$ cat config.mk
export PLATFORM = sky130hd
export DESIGN_NAME = sorted_list_table
export DESIGN_NICKNAME = d
export VERILOG_FILES = /design/src/rtl/slt_pkg.sv /design/src/rtl/slt_ram.sv /design/src/rtl/sorted_list_table.sv
export SDC_FILE = /design/constraint.sdc
export NUM_CORES = 1
export LEC_CHECK = 0
export ABC_CLOCK_PERIOD_IN_PS = 7050
export BUFFER_PORTS_ARGS = -buffer_cell sky130_fd_sc_hd__buf_2
export CAP_MARGIN = 5
export CELL_PAD_IN_SITES_DETAIL_PLACEMENT = 1
export CELL_PAD_IN_SITES_GLOBAL_PLACEMENT = 2
export CORE_ASPECT_RATIO = 0.5
export CORE_MARGIN = 10
export CORE_UTILIZATION = 50
export CTS_CLUSTER_DIAMETER = 120
export DETAILED_ROUTE_END_ITERATION = 10
export GPL_ROUTABILITY_DRIVEN = 0
export PLACE_DENSITY_LB_ADDON = 0.1
export SLEW_MARGIN = 30
export SYNTH_ARGS = -nofsm -noshare
export SYNTH_HDL_FRONTEND = slang
export SYNTH_SLANG_ARGS = --single-unit
$ cat constraint.sdc
create_clock -name clk -period 7.05 [get_ports clk]
set_input_delay 1.41 -clock clk [delete_from_list [all_inputs] [get_ports clk]]
set_output_delay 1.41 -clock clk [all_outputs]
set_load 0.01 [all_outputs]
$ cat src/rtl/slt_pkg.sv
`default_nettype none

package slt_pkg;

  localparam int CAPACITY = 16;
  localparam int IDX_W    = $clog2(CAPACITY);
  localparam int CNT_W    = $clog2(CAPACITY + 1);
  localparam int VAL_W    = 32;
  localparam int POS_W    = 4;
  localparam int ECNT_W   = 5;

  localparam logic [1:0] REQ_INSERT = 2'd0;
  localparam logic [1:0] REQ_SEARCH = 2'd1;
  localparam logic [1:0] REQ_REMOVE = 2'd2;

  localparam logic [1:0] ST_OK      = 2'd0;
  localparam logic [1:0] ST_FULL    = 2'd1;
  localparam logic [1:0] ST_MISSING = 2'd2;

  typedef struct packed {
    logic [1:0]              req_type;
    logic signed [VAL_W-1:0] item_value;
  } req_t;

  typedef struct packed {
    logic [1:0]        status;
    logic [POS_W-1:0]  position;
    logic [ECNT_W-1:0] entry_count;
    logic              is_empty;
  } rsp_t;

  function automatic logic [POS_W-1:0] to_pos(input logic [IDX_W-1:0] p);
    logic [IDX_W+POS_W-1:0] t;
    t = {{POS_W{1'b0}}, p};
    return t[POS_W-1:0];
  endfunction

  function automatic logic [ECNT_W-1:0] to_ecnt(input logic [CNT_W-1:0] c);
    logic [CNT_W+ECNT_W-1:0] t;
    t = {{ECNT_W{1'b0}}, c};
    return t[ECNT_W-1:0];
  endfunction

endpackage

`default_nettype wire

$ cat src/rtl/slt_ram.sv
`default_nettype none

module slt_ram #(
  parameter int DEPTH = 16,
  parameter int WIDTH = 32,
  localparam int AW   = (DEPTH > 1) ? $clog2(DEPTH) : 1
) (
  input  wire logic             clk,
  input  wire logic             wr_en,
  input  wire logic [AW-1:0]    wr_addr,
  input  wire logic [WIDTH-1:0] wr_data,
  input  wire logic             rd_en,
  input  wire logic [AW-1:0]    rd_addr,
  output logic      [WIDTH-1:0] rd_data
);

  logic [WIDTH-1:0] mem [DEPTH];

  always_ff @(posedge clk) begin
    if (wr_en) begin
      mem[wr_addr] <= wr_data;
    end
  end

  always_ff @(posedge clk) begin
    if (rd_en) begin
      rd_data <= mem[rd_addr];
    end
  end

endmodule

`default_nettype wire

$ cat src/rtl/sorted_list_table.sv
// Sorted value table: signed 32-bit values held in ascending order in a
// single-port-read entry memory of CAPACITY words.
// Request channel (req_valid / req_stall / req): a beat carries a request
// type (insert, search, remove) and a value. Response channel
// (rsp_valid / rsp_stall / rsp): one beat per request with status,
// position, entry count and empty flag, in request order.
// One request is handled at a time. The memory is scanned one entry per
// cycle through its registered read port. Insert scans downward from the
// top, moving each value not smaller than the new one up one place;
// search scans from index 0 to the first match or the end; remove does
// as search, then moves the later entries down one place. The result is
// loaded into the response register; an empty or full table answers
// without a scan. req_stall is high while a request is in progress
// and while a finished response cannot be loaded because the previous
// one is still held by rsp_stall; a response held in the output register
// does not block the next request from being accepted.
// Reset clears the count and control state; the entry memory is not
// cleared, only entries below the count are ever read.
`default_nettype none

module sorted_list_table
  import slt_pkg::*;
(
  input  wire logic clk,
  input  wire logic rst,
  input  wire logic req_valid,
  output logic      req_stall,
  input  wire req_t req,
  output logic      rsp_valid,
  input  wire logic rsp_stall,
  output rsp_t      rsp
);

  typedef enum logic [5:0] {
    S_IDLE     = 6'b000001,
    S_INS      = 6'b000010,
    S_INS_LAST = 6'b000100,
    S_FIND     = 6'b001000,
    S_SHIFT    = 6'b010000,
    S_RESULT   = 6'b100000
  } state_t;

  state_t            state, state_next;
  req_t              req_q, req_q_next;
  logic [IDX_W-1:0]  k, k_next;
  logic              dv, dv_next;
  logic [CNT_W-1:0]  cnt, cnt_next;
  logic [1:0]        res_status, res_status_next;
  logic [IDX_W-1:0]  res_pos, res_pos_next;
  logic              rsp_valid_next;
  rsp_t              rsp_next;

  logic              rd_en, wr_en;
  logic [IDX_W-1:0]  rd_addr, wr_addr;
  logic [VAL_W-1:0]  wr_data, rd_data;

  logic [CNT_W-1:0]  kp1;
  logic              more;
  logic              accept;

  slt_ram #(.DEPTH(CAPACITY), .WIDTH(VAL_W)) u_ram (
    .clk     (clk),
    .wr_en   (wr_en),
    .wr_addr (wr_addr),
    .wr_data (wr_data),
    .rd_en   (rd_en),
    .rd_addr (rd_addr),
    .rd_data (rd_data)
  );

  assign req_stall = (state != S_IDLE);
  assign accept    = req_valid && !req_stall;
  assign kp1       = CNT_W'(k) + CNT_W'(1);
  assign more      = (kp1 < cnt);

  always_comb begin
    state_next      = state;
    req_q_next      = req_q;
    k_next          = k;
    dv_next         = dv;
    cnt_next        = cnt;
    res_status_next = res_status;
    res_pos_next    = res_pos;
    rsp_valid_next  = rsp_valid && rsp_stall;
    rsp_next        = rsp;
    rd_en           = 1'b0;
    rd_addr         = k;
    wr_en           = 1'b0;
    wr_addr         = k;
    wr_data         = rd_data;

    case (state)
      S_IDLE: begin
        if (accept) begin
          req_q_next   = req;
          dv_next      = 1'b0;
          res_pos_next = '0;
          case (req.req_type)
            REQ_INSERT: begin
              if (cnt >= CNT_W'(CAPACITY)) begin
                res_status_next = ST_FULL;
                state_next      = S_RESULT;
              end else if (cnt == '0) begin
                wr_en           = 1'b1;
                wr_addr         = '0;
                wr_data         = req.item_value;
                cnt_next        = cnt + CNT_W'(1);
                res_status_next = ST_OK;
                state_next      = S_RESULT;
              end else begin
                k_next     = IDX_W'(cnt - CNT_W'(1));
                state_next = S_INS;
              end
            end
            REQ_SEARCH, REQ_REMOVE: begin
              if (cnt == '0) begin
                res_status_next = ST_MISSING;
                state_next      = S_RESULT;
              end else begin
                k_next     = '0;
                state_next = S_FIND;
              end
            end
            default: begin
              res_status_next = ST_MISSING;
              state_next      = S_RESULT;
            end
          endcase
        end
      end

      S_INS: begin
        if (!dv) begin
          rd_en   = 1'b1;
          dv_next = 1'b1;
        end else if ($signed(rd_data) >= req_q.item_value) begin
          wr_en   = 1'b1;
          wr_addr = IDX_W'(kp1);
          wr_data = rd_data;
          if (k == '0) begin
            state_next = S_INS_LAST;
          end else begin
            rd_en   = 1'b1;
            rd_addr = k - IDX_W'(1);
            k_next  = k - IDX_W'(1);
          end
        end else begin
          wr_en           = 1'b1;
          wr_addr         = IDX_W'(kp1);
          wr_data         = req_q.item_value;
          res_pos_next    = IDX_W'(kp1);
          cnt_next        = cnt + CNT_W'(1);
          res_status_next = ST_OK;
          state_next      = S_RESULT;
        end
      end

      S_INS_LAST: begin
        wr_en           = 1'b1;
        wr_addr         = '0;
        wr_data         = req_q.item_value;
        res_pos_next    = '0;
        cnt_next        = cnt + CNT_W'(1);
        res_status_next = ST_OK;
        state_next      = S_RESULT;
      end

      S_FIND: begin
        if (!dv) begin
          rd_en   = 1'b1;
          dv_next = 1'b1;
        end else if (rd_data == req_q.item_value) begin
          res_pos_next = k;
          if (req_q.req_type == REQ_SEARCH) begin
            res_status_next = ST_OK;
            state_next      = S_RESULT;
          end else if (more) begin
            rd_en      = 1'b1;
            rd_addr    = IDX_W'(kp1);
            k_next     = IDX_W'(kp1);
            state_next = S_SHIFT;
          end else begin
            cnt_next        = cnt - CNT_W'(1);
            res_status_next = ST_OK;
            state_next      = S_RESULT;
          end
        end else if (more) begin
          rd_en   = 1'b1;
          rd_addr = IDX_W'(kp1);
          k_next  = IDX_W'(kp1);
        end else begin
          res_status_next = ST_MISSING;
          res_pos_next    = '0;
          state_next      = S_RESULT;
        end
      end

      S_SHIFT: begin
        wr_en   = 1'b1;
        wr_addr = k - IDX_W'(1);
        wr_data = rd_data;
        if (more) begin
          rd_en   = 1'b1;
          rd_addr = IDX_W'(kp1);
          k_next  = IDX_W'(kp1);
        end else begin
          cnt_next        = cnt - CNT_W'(1);
          res_status_next = ST_OK;
          state_next      = S_RESULT;
        end
      end

      S_RESULT: begin
        if (!rsp_valid || !rsp_stall) begin
          rsp_next.status      = res_status;
          rsp_next.position    = to_pos(res_pos);
          rsp_next.entry_count = to_ecnt(cnt);
          rsp_next.is_empty    = (cnt == '0);
          rsp_valid_next       = 1'b1;
          state_next           = S_IDLE;
        end
      end

      default: begin
        state_next = S_IDLE;
      end
    endcase
  end

  always_ff @(posedge clk) begin
    if (rst) begin
      state     <= S_IDLE;
      dv        <= 1'b0;
      cnt       <= '0;
      rsp_valid <= 1'b0;
    end else begin
      state     <= state_next;
      dv        <= dv_next;
      cnt       <= cnt_next;
      rsp_valid <= rsp_valid_next;
    end
  end

  always_ff @(posedge clk) begin
    req_q      <= req_q_next;
    k          <= k_next;
    res_status <= res_status_next;
    res_pos    <= res_pos_next;
    rsp        <= rsp_next;
  end

  // same-address read and write never overlap in a cycle
  a_no_rw_clash: assert property (@(posedge clk) disable iff (rst)
    (rd_en && wr_en) |-> (rd_addr != wr_addr))
    else $error("entry memory read and write to the same address");

  a_cnt_bound: assert property (@(posedge clk) disable iff (rst)
    cnt <= CNT_W'(CAPACITY))
    else $error("entry count above capacity");

  a_cnt_step: assert property (@(posedge clk) disable iff (rst)
    (cnt == $past(cnt)) || (cnt == $past(cnt) + CNT_W'(1)) ||
    (cnt + CNT_W'(1) == $past(cnt)))
    else $error("entry count moved by more than one");

  a_busy_after_beat: assert property (@(posedge clk) disable iff (rst)
    accept |=> req_stall)
    else $error("request beat taken without entering a busy state");

  a_cnt_only_at_end: assert property (@(posedge clk) disable iff (rst)
    (cnt != $past(cnt)) |-> (state == S_RESULT))
    else $error("entry count changed outside request completion");

endmodule

`default_nettype wire
# After elaboration in Yosys (flattened, before gate mapping)
# Memory sizes are Yosys's and may differ from the RTL's. A register that Yosys moved wholly into a read port is not among the register bits.
# Index checks and enable logic that the tools add are counted.
[totals]
reg_bits = 69
mem_bits_rw = 512
input_bits = 38
output_inout_bits = 14
n_memories = 1
[op_classes]
add_sub_neg = 4
order_cmp = 3
eq_ne = 29
n_mux = 93
n_reduce_logical = 24
[mem_list]
columns = ["memory", "depth", "word_bits", "read_ports", "rd_clocked_by_memory_dff", "write_ports", "line_no", "text"]
rows = [
  ["u_ram.mem", 16, 32, 1, 1, 1, "slt_ram.sv:17", "logic [WIDTH-1:0] mem [DEPTH];"],
]
[op_table]
columns = ["operator", "count"]
rows = [
  ["two-way mux 32 bit", 6],
  ["case mux 32 bit (3 select lines)", 1],
  ["two-way mux 4 bit", 22],
  ["two-way mux 6 bit", 13],
  ["two-way mux 5 bit", 10],
  ["case mux 4 bit (4 select lines)", 3],
  ["case mux 6 bit (6 select lines)", 1],
  ["equality test 32 bit", 1],
  [">= comparator 32 bit", 1],
  ["case mux 5 bit (5 select lines)", 1],
  ["two-way mux 2 bit", 11],
  ["inequality test 2 bit, second input constant", 9],
  ["inequality test 3 bit, second input constant", 6],
  ["two-way mux 1 bit", 17],
  ["case mux 4 bit (3 select lines)", 1],
  ["case mux 6 bit (2 select lines)", 1],
  ["AND reduction 6 bit", 2],
  ["case mux 2 bit (5 select lines)", 1],
  ["AND reduction 10 bit", 1],
  ["case mux 4 bit (2 select lines)", 1],
  ["AND reduction 8 bit", 1],
  ["nonzero test 4 bit", 2],
  ["equality test 6 x 1 -> 1 bit, second input constant", 1],
  ["equality test 6 x 2 -> 1 bit, second input constant", 1],
  ["other kinds (30)", 39],
]

# Depth between registers and ports, before layout
[depth]
ltp_word = 8
ltp_mapped = 16
ltp_nobuf = 12

# Hierarchy
# From an unflattened synthesis, not the netlist that was laid out.
[unflattened]
hier_cells = 1536
area_unflattened_um2 = 26075.0
[by_module_without_submodules]
columns = ["mod", "instances", "cells_per_inst", "area_per_inst_um2"]
rows = [
  ["slt_ram", 1, 838, 20155.6],
  ["sorted_list_table", 1, 698, 5919.4],
]

# Worst setup path after synthesis
# Ideal clock, no wire load.
[synth_path]
path_kind = "input -> register"
from = "input req[32] (netlist name)"
to = "memory u_ram.mem[5][0], enable pin"
setup_ps = 421
arrival_ps = 4478
slack_ps = 2151
cell_stages = 10
n_path_buf = 0
cell_sequence = "inv_1 -> ha_1 -> inv_1 -> nor4_2 -> nor2_1 -> a21oi_1 -> o21ai_0 -> a221oi_1 -> nand2_1 -> nor2_1"
[synth_between]
elab_chain_len = 6
word_cells_on_any_way = 9
classes_between = "8 x mux; 1 x reduce/logical"
[synth_lines]
columns = ["element", "line_no", "text"]
rows = [
  ["from (decl)", "sorted_list_table.sv:28", "input wire req_t req,"],
  ["zero test 2 bit *", "sorted_list_table.sv:98", "case (req.req_type)"],
  ["two-way mux 1 bit", "sorted_list_table.sv:98", ""],
  ["two-way mux 1 bit", "sorted_list_table.sv:94", "if (accept) begin"],
  ["case mux 1 bit (3 select lines)", "sorted_list_table.sv:92", "case (state)"],
  ["two-way mux 1 bit", "slt_ram.sv:20", "if (wr_en) begin"],
  ["two-way mux 1 bit (not written as such)", "slt_ram.sv:21", "mem[wr_addr] <= wr_data;"],
  ["to (decl)", "slt_ram.sv:17", ""],
]
# Every way passes the cells marked *; elsewhere a longest branch is shown, timed or not.

# Worst setup path after layout
[layout_path]
from = "register k[0]"
to = "register u_ram.rd_data[3] (read register of u_ram.mem), data pin"
[layout_between]
elab_chain_len = 7
word_cells_on_any_way = 20
classes_between = "2 x add/sub; 1 x order compare; 16 x mux; 1 x reduce/logical"
[layout_lines]
columns = ["element", "line_no", "text"]
rows = [
  ["from (decl)", "sorted_list_table.sv:45", "logic [IDX_W-1:0] k, k_next;"],
  ["from (signal assigned)", "sorted_list_table.sv:246", "k <= k_next;"],
  ["adder 4 x 1 -> 5 bit", "sorted_list_table.sv:73", "assign kp1 = CNT_W'(k) + CNT_W'(1);"],
  ["less-than comparator 5 bit", "sorted_list_table.sv:74", "assign more = (kp1 < cnt);"],
  ["two-way mux 4 bit / two-way mux 1 bit (equally long branches) (4 in series)", "-", ""],
  ["case mux 4 bit (3 select lines) / case mux 1 bit (3 select lines) (equally long branches)", "sorted_list_table.sv:92", ""],
  ["to (decl)", "slt_ram.sv:14", "output logic [WIDTH-1:0] rd_data"],
]
# Parallel ways exist; a longest one is shown, timed or not.
# A chain may end at the register's enable or synchronous reset.

==> out/metrics.yaml <==
clock_network:
  cts_resized: 0
  cts_hold_buf: 0
  postCtsSetupBuffers: 0
  worstSkewPairLatency_ps: 620
  root_buffer: "clkbuf_16"
  clockBufferDepth: 3
  path_clk_slew_ps: 70
  cts_buffers: 53
  cts_tree: "done"
  cts_sinks: 613
  cts_max_level: 2
timing:
  worst_slew_pin_slew_ps: 985
  rsz0062_at_grt: "false"
  hold_violations: 0
  setup_violations: 0
  slew_headroom_pct: 33.8
  fin_skew_ps: 19.9
  maxSlewViolCount: 0
  fin_crit_sh_pct: 73.3
  tns_ps: 0
  max_freq_ghz: 0.193
  timing.final.ws_setup_ps: 1880
  finalCriticalPeriod_ps: 5170
global_route:
  grt_pass1_vias: 16700
  antenna_found_initial: 0
  grt_max_degree: 89
  track_usage_pct: 23.6
  overflow: 0
  grt_pass1_wl_um: 110000
cells_and_area:
  nets: 1860
  layout-drive-gt1-share_pct: 15.2
  syn_to_final_growth_pct: 11.6
  n_antenna_cell: 0
power_and_ir_drop:
  total_power_w: 0.0106
  p_sw_share_pct: 32.3
  ir_drop_v: 0.000247
  p_int_w: 0.00720
  pwr_density_cell_nw_per_um2: 364
  leakage_nw: 10.1
  seqPwrFrac_pct: 47.1
  p_clk_share_pct: 27.2
  comb_power_share_pct: 25.7
  power.switching_w: 0.00343
setup_path:
  worstPathMaxFanout: 37
  critical-path-max-stage-delay_ps: 690
  path_class: "reg -> reg"
  cp.required_ps: 7370
  cpMaxStageDelayCell: "edfxtp_1"
  cp.arrival_ps: 5490
  crit_chain: "inv_1 -> ha_1 -> ha_1 -> nand2_1 -> o21ai_0 -> a31oi_1 -> o211ai_2 -> mux2_2 -> and3_4 -> buf_4 -> o211ai_1 -> o211ai_1 -> nand4_1"
  cp_top_family: "compound AO/OA/AOI/OAI gates"
  cp-start-kind: "flop"
  crit_buf_inv: 2
  end_kind: "flop"
logic_synthesis:
  synthTopCellsByCount: "edfxtp_1, inv_1, o211ai_1"
  synth_edf_count: 600
  synthCells: 1728
  syn_nets: 1809
  synth_top_area_share_pct: 68.9
  syn_avg_cell_area_um2: 15.1
  synth-seq-area-share_pct: 69.9
  synth_area_leaders: "edfxtp_1, mux2i_1, o211ai_1"
  yosys_warnings: 0
  ys_ff_latch: 613
  async_flop_share_pct: 0
  synth.largest_area_cell: "edfxtp_1"
  synth_area_um2: 26100
  synth_flop_cell: "edfxtp_1"
  ys_types: 68
  yosysMostFrequentCell: "edfxtp_1"
drt:
  routedWlPerCell_um: 29.8
  firstDrtPassIters: 6
  drc: 0
  drtIter0Drc: 1800
  finalWirelength_um: 74900
  vias: 16200
  ant_nets: 0
  viasPerCell: 6.44
place:
  dp_hpwl_um: 44800
  pre_cts_slack_ps: 1400
  portBuffers: 51
worst_hold_path:
  hold_class: "reg -> reg"
die:
  rows: 59
  die_h_um: 182
  initial_core_util_pct: 50.4
  die_area_um2: 62400
  core_um2: 51800
  die_x_um: 343
  top_level_ports: 52
run:
  drv_cap: 0
run_status:
  status: "finished, final reports clean"
-- logic make-up (layout without fill, tap and decap cells) --
kind of cell / Yosys count / count (layout) / share of synthesized area [%]
flip-flops: 613 / 613 / 69.9
adder cells (fa/ha/maj): 43 / 43 / 2.06
buffers and inverters: 246 / 332 / 3.83
XOR/XNOR: 10 / 10 / 0.335
AO/OA/AOI/OAI: 349 / 349 / 10.3
AND/OR/NAND/NOR: 271 / 271 / 5.74
multiplexers: 196 / 196 / 7.82
-- layout make-up --
cell class                 instances  area (um^2)
clock buffer                      70         1460
multi-input combinational        869         7070
tap                              701          877
clock inverter                    20          196
timing repair buffer              97          744
fill                            4890        22700
sequential                       613        18300
inverter                         145          544
-- through the flow --
stage | instances | utilization [%] | hold WS, ps | instance area [um^2]
after CTS | 2512 | 56.1 | 423 | 29100
final | 2515 | 56.3 | 421 | 29200
after global routing | 2515 | 56.3 | 427 | 29200
after floorplan | 1728 | - | 400 | 26100
after detailed placement | 2422 | 52.9 | 408 | 27400
after global placement | 2422 | 52.9 | 411 | 27400
-- worst paths after layout --
| kind | start | end | slack (ps) | depth (start not counted) |
|---|---|---|---|---|
| worst max-delay path | k[0] | u_ram.rd_data[3] | 1880 | 13 |
| worst min-delay path | res_pos[1] | rsp[7] | 420 | 0 |
| worst max register to register | k[0] | u_ram.rd_data[3] | 1880 | 13 |
| worst min register to register | res_pos[1] | rsp[7] | 420 | 0 |
-- worst register-to-register path: stages, from the launching register on --
cell	delay (ps)
edfxtp_1	690
inv_1	180
ha_1	570
ha_1	310
nand2_1	60
o21ai_0	130
a31oi_1	630
o211ai_2	250
mux2_2	490
and3_4	630
buf_4	440
o211ai_1	120
o211ai_1	180
nand4_1	200
-- cell usage in the layout, fill, tap and decap left out, types with 32 or more instances in the layout --
master     synthesis  final
mux2i_1          131    131
mux2_2            65     65
o211ai_1         133    133
buf_4             10     35
inv_1            145    144
edfxtp_1         600    600
nand4_1          108    108
o22a_1            63     63
a222oi_1          32     32
a21oi_1           39     37
buf_2             17     51
nand2_1           46     46
clkbuf_16          0     54
ha_1              43     43
nor2_1            54     37
-- power by group through the flow --
stage	clock [W]	combinational (W)	sequential, W
after floorplan	0	0.00170	0.00501
after global placement	0	0.00260	0.00506
after detailed placement	0	0.00270	0.00508
after CTS	0.00294	0.00272	0.00500
after global routing	0.00309	0.00296	0.00503
final	0.00289	0.00273	0.00501
-- registers in the layout, summed over array words and instances, names as in the netlist --
| name | count |
|---|---|
| rsp_valid | 1 |
| cnt | 5 |
| state | 6 |
| k | 4 |
| res_status | 2 |
| u_ram.rd_data | 32 |
| dv | 1 |
| res_pos | 4 |
| rsp | 12 |
| req_q | 34 |
| u_ram.mem | 512 |
-- per-layer routing --
metal | wire [um] | track usage (%)
met5 | 0 | 0
met4 | 1790 | 6.77
met3 | 6220 | 5.19
met2 | 34200 | 36.3
met1 | 32700 | 33.5
(Power assumes the default switching activity.)
